File: config.mk
export PLATFORM = sky130hd
export DESIGN_NAME = cubic_equivalent_index_generator_core
export DESIGN_NICKNAME = d
export VERILOG_FILES = /design/src/design/cei_pkg.sv /design/src/design/cei_front.sv /design/src/design/cei_queue.sv /design/src/design/cei_back.sv /design/src/design/cubic_equivalent_index_generator_core.sv
export SDC_FILE = /design/constraint.sdc
export NUM_CORES = 1
export LEC_CHECK = 0
export BUFFER_PORTS_ARGS = -buffer_cell sky130_fd_sc_hd__buf_2
export CAP_MARGIN = 10
export CELL_PAD_IN_SITES_DETAIL_PLACEMENT = 0
export CELL_PAD_IN_SITES_GLOBAL_PLACEMENT = 2
export CORE_MARGIN = 3
export CORE_UTILIZATION = 37
export CTS_CLUSTER_DIAMETER = 150
export DETAILED_ROUTE_END_ITERATION = 16
export PLACE_DENSITY_LB_ADDON = 0.1
export RECOVER_POWER = 100
export SLEW_MARGIN = 20
export SYNTH_ARGS = -nofsm -noshare
export SYNTH_HDL_FRONTEND = slang
export SYNTH_HIERARCHICAL = 1
export SYNTH_SLANG_ARGS = --single-unit
export TNS_END_PERCENT = 30
File: constraint.sdc
create_clock -name clk -period 18.9 [get_ports clk]
set_input_delay 4.725 -clock clk [delete_from_list [all_inputs] [get_ports clk]]
set_output_delay 4.725 -clock clk [all_outputs]
set_load 0.03 [all_outputs]
File: src/design/cei_pkg.sv
// Shared constants for the cubic equivalent index generator.
package cei_pkg;

  // Components in one index triple.
  localparam int unsigned NUM_COMP = 3;

  // Entries in the queue between the classifying front and the emitting back.
  localparam int unsigned QUEUE_DEPTH = 2;

endpackage

File: src/design/cei_front.sv
// Front end: takes magnitudes of the three components and sorts them ascending.
module cei_front
  import cei_pkg::*;
#(
  parameter int unsigned INDEX_WIDTH = 8
) (
  input  logic signed [INDEX_WIDTH-1:0]               index_a,
  input  logic signed [INDEX_WIDTH-1:0]               index_b,
  input  logic signed [INDEX_WIDTH-1:0]               index_c,
  output logic        [NUM_COMP-1:0][INDEX_WIDTH-2:0] sorted
);

  localparam int unsigned MW = INDEX_WIDTH - 1;

  logic [NUM_COMP-1:0][INDEX_WIDTH-1:0] raw;
  logic [NUM_COMP-1:0][MW-1:0]          mag;
  logic [NUM_COMP-1:0][MW-1:0]          s1;
  logic [NUM_COMP-1:0][MW-1:0]          s2;
  logic [NUM_COMP-1:0][MW-1:0]          s3;
  logic [INDEX_WIDTH-1:0]               neg;

  // Magnitude; the most negative code saturates to the positive maximum.
  always_comb begin
    raw[0] = index_a;
    raw[1] = index_b;
    raw[2] = index_c;
    neg    = '0;
    for (int i = 0; i < NUM_COMP; i++) begin
      neg = -raw[i];
      if (raw[i][INDEX_WIDTH-1]) begin
        if (raw[i][MW-1:0] == '0) begin
          mag[i] = '1;
        end else begin
          mag[i] = neg[MW-1:0];
        end
      end else begin
        mag[i] = raw[i][MW-1:0];
      end
    end
  end

  // Three compare-exchange steps.
  always_comb begin
    s1 = mag;
    if (mag[0] > mag[1]) begin
      s1[0] = mag[1];
      s1[1] = mag[0];
    end
    s2 = s1;
    if (s1[1] > s1[2]) begin
      s2[1] = s1[2];
      s2[2] = s1[1];
    end
    s3 = s2;
    if (s2[0] > s2[1]) begin
      s3[0] = s2[1];
      s3[1] = s2[0];
    end
  end

  assign sorted = s3;

endmodule

File: src/design/cei_queue.sv
// Small register queue between the front and back ends.
module cei_queue
  import cei_pkg::*;
#(
  parameter int unsigned WIDTH = 21,
  parameter int unsigned DEPTH = 2
) (
  input  logic             clk,
  input  logic             rst,
  input  logic             push_valid,
  output logic             push_ready,
  input  logic [WIDTH-1:0] push_data,
  output logic             pop_valid,
  input  logic             pop_ready,
  output logic [WIDTH-1:0] pop_data
);

  localparam int unsigned PW = (DEPTH > 1) ? $clog2(DEPTH) : 1;
  localparam int unsigned CW = $clog2(DEPTH + 1);

  logic [WIDTH-1:0] slots [DEPTH];
  logic [PW-1:0]    wr_ptr;
  logic [PW-1:0]    rd_ptr;
  logic [CW-1:0]    count;
  logic             do_push;
  logic             do_pop;

  assign push_ready = (count != CW'(DEPTH));
  assign pop_valid  = (count != '0);
  assign pop_data   = slots[rd_ptr];
  assign do_push    = push_valid && push_ready;
  assign do_pop     = pop_valid && pop_ready;

  always_ff @(posedge clk) begin
    if (do_push) begin
      slots[wr_ptr] <= push_data;
    end
  end

  always_ff @(posedge clk) begin
    if (rst) begin
      wr_ptr <= '0;
      rd_ptr <= '0;
      count  <= '0;
    end else begin
      if (do_push) begin
        wr_ptr <= (wr_ptr == PW'(DEPTH - 1)) ? '0 : wr_ptr + 1'b1;
      end
      if (do_pop) begin
        rd_ptr <= (rd_ptr == PW'(DEPTH - 1)) ? '0 : rd_ptr + 1'b1;
      end
      if (do_push && !do_pop) begin
        count <= count + 1'b1;
      end else if (do_pop && !do_push) begin
        count <= count - 1'b1;
      end
    end
  end

endmodule

File: src/design/cei_back.sv
// Back end: walks permutations and sign variants, one result per cycle unless the output stalls.
module cei_back
  import cei_pkg::*;
#(
  parameter int unsigned INDEX_WIDTH = 8
) (
  input  logic                                      clk,
  input  logic                                      rst,
  input  logic                                      pop_valid,
  output logic                                      pop_ready,
  input  logic        [NUM_COMP-1:0][INDEX_WIDTH-2:0] pop_data,
  output logic                                      out_valid,
  input  logic                                      out_ready,
  output logic signed [INDEX_WIDTH-1:0]             out_a,
  output logic signed [INDEX_WIDTH-1:0]             out_b,
  output logic signed [INDEX_WIDTH-1:0]             out_c,
  output logic                                      last
);

  localparam int unsigned MW = INDEX_WIDTH - 1;

  typedef enum logic [1:0] {
    ST_IDLE = 2'b01,
    ST_RUN  = 2'b10
  } state_t;

  state_t                      state;
  state_t                      state_next;
  logic [NUM_COMP-1:0][MW-1:0] perm;
  logic [NUM_COMP-1:0][MW-1:0] perm_succ;
  logic [1:0]                  variant;
  logic [1:0]                  variant_max;
  logic [1:0]                  nz_count;
  logic [1:0]                  load_nz;
  logic                        has_succ;
  logic                        is_final;
  logic                        advance;
  logic                        do_pop;
  logic                        neg_b;
  logic                        neg_c;
  logic [INDEX_WIDTH-1:0]      val_a;
  logic [INDEX_WIDTH-1:0]      val_b;
  logic [INDEX_WIDTH-1:0]      val_c;

  // Lexicographic successor of the current permutation.
  always_comb begin
    perm_succ = perm;
    has_succ  = 1'b1;
    if (perm[1] < perm[2]) begin
      perm_succ[1] = perm[2];
      perm_succ[2] = perm[1];
    end else if (perm[0] < perm[1]) begin
      if (perm[2] > perm[0]) begin
        perm_succ[0] = perm[2];
        perm_succ[1] = perm[0];
        perm_succ[2] = perm[1];
      end else begin
        perm_succ[0] = perm[1];
        perm_succ[1] = perm[2];
        perm_succ[2] = perm[0];
      end
    end else begin
      has_succ = 1'b0;
    end
  end

  always_comb begin
    load_nz = 2'd0;
    for (int i = 0; i < NUM_COMP; i++) begin
      load_nz = load_nz + {1'b0, (pop_data[i] != '0)};
    end
  end

  always_comb begin
    unique case (nz_count)
      2'd3:    variant_max = 2'd3;
      2'd2:    variant_max = 2'd1;
      default: variant_max = 2'd0;
    endcase
  end

  assign is_final  = (variant == variant_max) && !has_succ;
  assign advance   = (state == ST_RUN) && (!out_valid || out_ready);
  assign pop_ready = (state == ST_IDLE) || (advance && is_final);
  assign do_pop    = pop_valid && pop_ready;

  // Sign pattern of the current variant.
  always_comb begin
    neg_b = 1'b0;
    neg_c = 1'b0;
    if (nz_count == 2'd3) begin
      neg_b = (variant == 2'd2) || (variant == 2'd3);
      neg_c = (variant == 2'd1) || (variant == 2'd2);
    end else if (nz_count == 2'd2 && variant == 2'd1) begin
      // the later of the two nonzero entries
      neg_c = (perm[2] != '0);
      neg_b = (perm[2] == '0);
    end
  end

  always_comb begin
    val_a = {1'b0, perm[0]};
    val_b = neg_b ? -{1'b0, perm[1]} : {1'b0, perm[1]};
    val_c = neg_c ? -{1'b0, perm[2]} : {1'b0, perm[2]};
  end

  always_comb begin
    state_next = state;
    if (do_pop) begin
      state_next = ST_RUN;
    end else if (advance && is_final) begin
      state_next = ST_IDLE;
    end
  end

  always_ff @(posedge clk) begin
    if (rst) begin
      state     <= ST_IDLE;
      out_valid <= 1'b0;
    end else begin
      state <= state_next;
      if (advance) begin
        out_valid <= 1'b1;
      end else if (out_ready) begin
        out_valid <= 1'b0;
      end
    end
  end

  always_ff @(posedge clk) begin
    if (do_pop) begin
      perm     <= pop_data;
      nz_count <= load_nz;
      variant  <= 2'd0;
    end else if (advance) begin
      if (variant == variant_max) begin
        perm    <= perm_succ;
        variant <= 2'd0;
      end else begin
        variant <= variant + 2'd1;
      end
    end
    if (advance) begin
      out_a <= val_a;
      out_b <= val_b;
      out_c <= val_c;
      last  <= is_final;
    end
  end

endmodule

File: src/design/cubic_equivalent_index_generator_core.sv
// Top level of the cubic equivalent index generator: front, queue and back.
//
//   channel  direction  handshake            payload
//   in       input      in_valid / in_ready  index_a, index_b, index_c
//   out      output     out_valid/out_ready  out_a, out_b, out_c, last
//
// Each input item yields 1 to 24 result items, one per cycle while out_ready
// is high; the back end's permutation/sign walker sets that rate.
// An accepted item passes the queue, the back end's perm register and the
// output register; the next item's walk starts with no gap if it is queued.
// The front accepts whenever the 2-entry queue has room, also while the
// output is stalled. rst is synchronous; it empties the queue and output.
module cubic_equivalent_index_generator_core
  import cei_pkg::*;
#(
  parameter int unsigned INDEX_WIDTH = 8
) (
  input  logic                          clk,
  input  logic                          rst,
  input  logic                          in_valid,
  output logic                          in_ready,
  input  logic signed [INDEX_WIDTH-1:0] index_a,
  input  logic signed [INDEX_WIDTH-1:0] index_b,
  input  logic signed [INDEX_WIDTH-1:0] index_c,
  output logic                          out_valid,
  input  logic                          out_ready,
  output logic signed [INDEX_WIDTH-1:0] out_a,
  output logic signed [INDEX_WIDTH-1:0] out_b,
  output logic signed [INDEX_WIDTH-1:0] out_c,
  output logic                          last
);

  localparam int unsigned MW = INDEX_WIDTH - 1;
  localparam int unsigned QW = NUM_COMP * MW;

  logic [NUM_COMP-1:0][MW-1:0] sorted;
  logic [NUM_COMP-1:0][MW-1:0] head;
  logic [QW-1:0]               head_flat;
  logic                        q_valid;
  logic                        q_ready;

  // Magnitudes sorted ascending; the walk starts from this order.
  cei_front #(
    .INDEX_WIDTH(INDEX_WIDTH)
  ) u_front (
    .index_a(index_a),
    .index_b(index_b),
    .index_c(index_c),
    .sorted (sorted)
  );

  cei_queue #(
    .WIDTH(QW),
    .DEPTH(QUEUE_DEPTH)
  ) u_queue (
    .clk       (clk),
    .rst       (rst),
    .push_valid(in_valid),
    .push_ready(in_ready),
    .push_data (sorted),
    .pop_valid (q_valid),
    .pop_ready (q_ready),
    .pop_data  (head_flat)
  );

  assign head = head_flat;

  // Emits every permutation and its sign variants; last marks the end.
  cei_back #(
    .INDEX_WIDTH(INDEX_WIDTH)
  ) u_back (
    .clk      (clk),
    .rst      (rst),
    .pop_valid(q_valid),
    .pop_ready(q_ready),
    .pop_data (head),
    .out_valid(out_valid),
    .out_ready(out_ready),
    .out_a    (out_a),
    .out_b    (out_b),
    .out_c    (out_c),
    .last     (last)
  );

endmodule

After elaboration in Yosys (flattened, before gate mapping):

Memories as Yosys holds them, arrays and structs flattened. A register that Yosys moved wholly into a read port is not among the register bits.
Cells that the tools add are included.
W data, S select, Z words.

* reduce and logical (&&, ||, !) cells: 34
* mux-type cells: 38
* $add $sub $neg: 12
* magnitude comparators: 6
* equal/unequal tests: 10

Operators with widths (count)
* $mux W21: 5
* $mux W7: 9
* $mux W14: 4
* $gt A7 B7 Y1: 4
* $logic_not A7 Y1: 4
* $reduce_bool A7 Y1: 4
* $neg A7 Y7: 3
* $neg A7 Y8: 2
* $lt A7 B7 Y1: 2
* $mux W1: 14
* $reduce_bool A2 Y1: 7
* $eq A2 B2 Y1 const B: 5
* $mux W2: 5
* $logic_and A1 B1 Y1: 8
* $add A2 B1 Y2 const B: 2
* $eq A2 B1 Y1 const B: 2
* $logic_not A1 Y1: 4
* $logic_or A1 B1 Y1: 4
* $ne A2 B2 Y1 const B: 2
* $pmux W2 S2: 1
* $reduce_and A4 Y1: 1
* $reduce_and A3 Y1: 1
* $reduce_bool A3 Y1: 1
* $add A1 B1 Y1 const B: 2
* 4 further kinds: 4

* bits of input ports: 28
* logic and storage cells: 117
* bits in registers: 56
* bits in writable memories: 42
* memories: 1
* output and inout port bits: 27

Memories
* u_queue.slots: depth 2, width 21, rd ports 1, clocked after Yosys merged registers in 1, wr ports 1, line cei_queue.sv:21 `logic [WIDTH-1:0] slots [DEPTH];`

Depth between registers and ports, before layout:

* word-level depth: 11
* gate-level depth with buffers: 28
* mapped depth without buffers: 26

Hierarchy:

Netlist, hierarchy kept.

Modules (own cells, without submodules)
* cei_back: times used 1, area an instance 3110.5 µm², cells an instance 263
* cei_front: times used 1, area an instance 1739.2 µm², cells an instance 268
* cei_queue: times used 1, area an instance 1730.4 µm², cells an instance 89

Worst setup path after synthesis:

No wires, ideal clock.

* kind: input to register
* start point: in index_a[1]
* end point: mem u_queue.slots[0][11] (data pin)
* required time: 18.640 ns
* slack: 8.295 ns
* cell stages on the path: 26
* arrival: 10.345 ns
* path buffers: 2
* library setup time: 0.260 ns
* cells stage by stage: inv_1 > ha_1 > or3b_4 > or4_4 > a21boi_1 > o22ai_2 > inv_1 > ha_1 > a21oi_1 > a21o_1 > and2_1 > clkbuf_1 > mux2_2 > ha_1 > nand4_1 > a21o_1 > a21oi_1 > clkbuf_1 > o21ai_1 > ha_1 > nand4_1 > a21oi_1 > o22ai_1 > nand2_1 > o21a_1 > o221a_2

RTL lines
* from (decl): line cubic_equivalent_index_generator_core.sv:22 `input logic signed [INDEX_WIDTH-1:0] index_a,`
* to (decl): line cei_queue.sv:21

==> out/qor.yml <==
p_seq_share_pct: 32.6
path_max_fanout: 16
power_frac_clock_pct: 16.8
max_freq_ghz: 0.0848
seq_area_frac_synth_pct: 43.7
synth_common_cells: "edfxtp_1, nand2_1, ha_1, mux2_2, inv_1"
layout-drive-gt1-share_pct: 15.4
synthCells: 620
path_class: "in2reg"
worst-path-stages: 25
insertion_delay_ns: 0.34
die_h_um: 139
path_clk_slew_ns: 0.07
post_drt_via_cell_ratio: 5.34
crit_path_end_kind: "register"
final_core_util_pct: 42.2
drv_cap: 1
initial_utilization_pct: 37.9
yosys_warnings: 6
synth_top_area_share_pct: 40.6
cts_resized: 0
n_antenna_cell: 0
numCtsBuffers: 9
area_delta_synth_final_pct: 11.4
syn_area_per_cell_um2: 10.6
grt-ovfl-total: 0
placed_area_um2: 7050
r2r_slack_ns: 14.73
clock-sinks: 99
critPathMaxStageDelay_ns: 0.88
gp_congestion: 0.788
regArea_um2: 2870
synth_edf_count: 89
dieArea_um2: 19400
cts_root_buffer: "clkbuf_16"
timing.slew.headroom_pct: -10.1
drtAntennaViolNets: 0
post-synth-top-count-cell: "edfxtp_1"
timing.rr.end: "u_back/perm[5]"
final_hold_viol_count: 0
start_kind: "input port"
crit_start: "index_a[1]"
min_period_over_period_pct: 62.4
ir_drop_mv: 0.0539
ys_ff_latch: 99
tns_ns: 0
cts_hold_buf: 0
synth.lib_cells_used.distinct: 72
hold_path_class: "reg2reg"
crit_slowest_cell: "a21oi_1"
drc_errors: 0
rows: 48
crit_end: "u_queue/slots[1][4]"
synth.cell_area_um2: 6580
io_buffers: 53
worst_pin_slew_ns: 1.63
reg2reg_from: "u_back/perm[18]"
synth_ff_type: "edfxtp_1"
core_area_um2: 17400
power_density_nw_per_um2: 172
drt_iter0_markers: 267
cts_setup_buffers: 0
grt_pass1_wl_um: 25700
p_leak_nw: 2.77
wl_um: 16200
multiInputGateArea_um2: 3400
grt_max_degree: 26
reg2regPathDepth: 9
grt_pass1_vias: 4751
p_sw_share_pct: 40.1
dp.cells: 883
vias: 4800
rsz0062_at_grt: "false"
dr.pass1.iters: 6
yosys.area.top_type: "edfxtp_1"
intPower_uw: 754
clockBufferDepth: 2
slew_viol_final: 8
skew_ns: 0.00868
cts_tree: "done"
synthTopCellsByArea: "edfxtp_1, ha_1, mux2_2, nand2_1, a21oi_1"
status: "finished with violations"
syn_nets: 698
cts_htree_levels: 3
layout.cells.non_filler: 899
cp_data_arrival_time_ns: 11.84
antenna_found_initial: 0
fin_crit_ns: 11.79
routedWlPerCell_um: 18.0
pwr-share-comb_pct: 50.6
setup_viol: 0
track_usage_pct: 16.7
critPathBufInv: 3
violations: "capacitance limit, slew limit"
die-width_um: 139
p_sw_uw: 505
nets: 747
cp_data_required_time_ns: 18.95
cp_top_family: "compound AO/OA/AOI/OAI gates"
synthArstFlopShare_pct: 0
dpl.hpwl_um: 12600
stdcell_area_um2: 7330
n_fill_cell: 1690
io_pins: 55
## cells in the final DEF (no fill, tap or decap), types with 9 or more instances in the layout
master and n:
a21o_1 10, a21oi_1 40, buf_2 25, clkbuf_1 29
clkbuf_16 9, dfxtp_1 10, edfxtp_1 89, ha_1 49
inv_1 46, mux2_2 45, mux2i_1 19, nand2_1 59
nor2_1 30, nor3_1 9, o21a_1 9, o21ai_0 29
o21ai_1 19, o221ai_1 12, xnor2_1 10
## cell type report
type | instances | share of cell area [%]
tap | 225 | 3.84
inverter | 50 | 2.56
clock buffer | 10 | 3.26
multi-input combinational | 454 | 46.3
sequential | 99 | 39.2
clock inverter | 6 | 1.52
timing repair buffer | 55 | 3.29
## sequential cells by signal, indices dropped and copies added (netlist names), named ones only
| signal | flops |
|---|---|
| u_back/out_b | 8 |
| u_queue/count | 2 |
| u_queue/rd_ptr | 1 |
| u_back/state | 2 |
| u_queue/wr_ptr | 1 |
| u_queue/slots | 42 |
| u_back/nz_count | 2 |
| u_back/out_a | 7 |
| u_back/variant | 2 |
| u_back/out_c | 8 |
| u_back/last | 1 |
| u_back/perm | 21 |
| u_back/out_valid | 1 |
## cells by family (layout without fill, tap and decap cells)
logic type      after synthesis  in the layout  share of synthesized area [%]
compound gates              161            161                           16.3
simple gates                157            157                           12.1
flops                        99             99                           43.7
mux                          72             72                           12.3
buf+inv                      67            121                           4.32
fa+ha+maj                    50             50                           9.62
xor+xnor                     13             13                           1.73
other cells                   1              1                         0.0570
## metrics by stage
stage | power (mW) | worst slack (ns) | hold slack, ns
final | 1.26 | 7.11 | 0.494
after floorplan | 0.902 | 8.30 | 0.457
after CTS | 1.28 | 7.25 | 0.499
after global routing | 1.36 | 6.45 | 0.519
after detailed placement | 1.06 | 6.89 | 0.488
after global placement | 1.05 | 6.95 | 0.480
## how the worst min path moves through the flow
| stage | start | endpoint | slack, ns | depth (start not counted) |
|---|---|---|---|---|
| floorplan | u_back/perm[1] | u_back/out_a[1] | 0.46 | 0 |
| global placement | u_back/out_valid | u_back/out_valid | 0.48 | 2 |
| detailed placement | u_back/perm[1] | u_back/out_a[1] | 0.49 | 0 |
| CTS | u_back/perm[4] | u_back/out_a[4] | 0.50 | 0 |
| global route | u_back/perm[1] | u_back/out_a[1] | 0.52 | 0 |
| finish | u_back/perm[4] | u_back/out_a[4] | 0.49 | 0 |
## power groups by stage
stage	Sequential (mW)	Combinational, mW	Clock [mW]
floorplan	0.403	0.498	0
global placement	0.415	0.635	0
detailed placement	0.416	0.648	0
CTS	0.411	0.653	0.218
global route	0.419	0.714	0.227
finish	0.411	0.637	0.211
## metal layers
metal	global-route usage, %	wire, µm	up-vias
li1	-	-	2423
met1	19.9	6950	2301
met2	31.5	8690	65
met3	2.44	398	11
met4	3.81	185	0
met5	0	0	-
(Power assumes the default switching activity.)
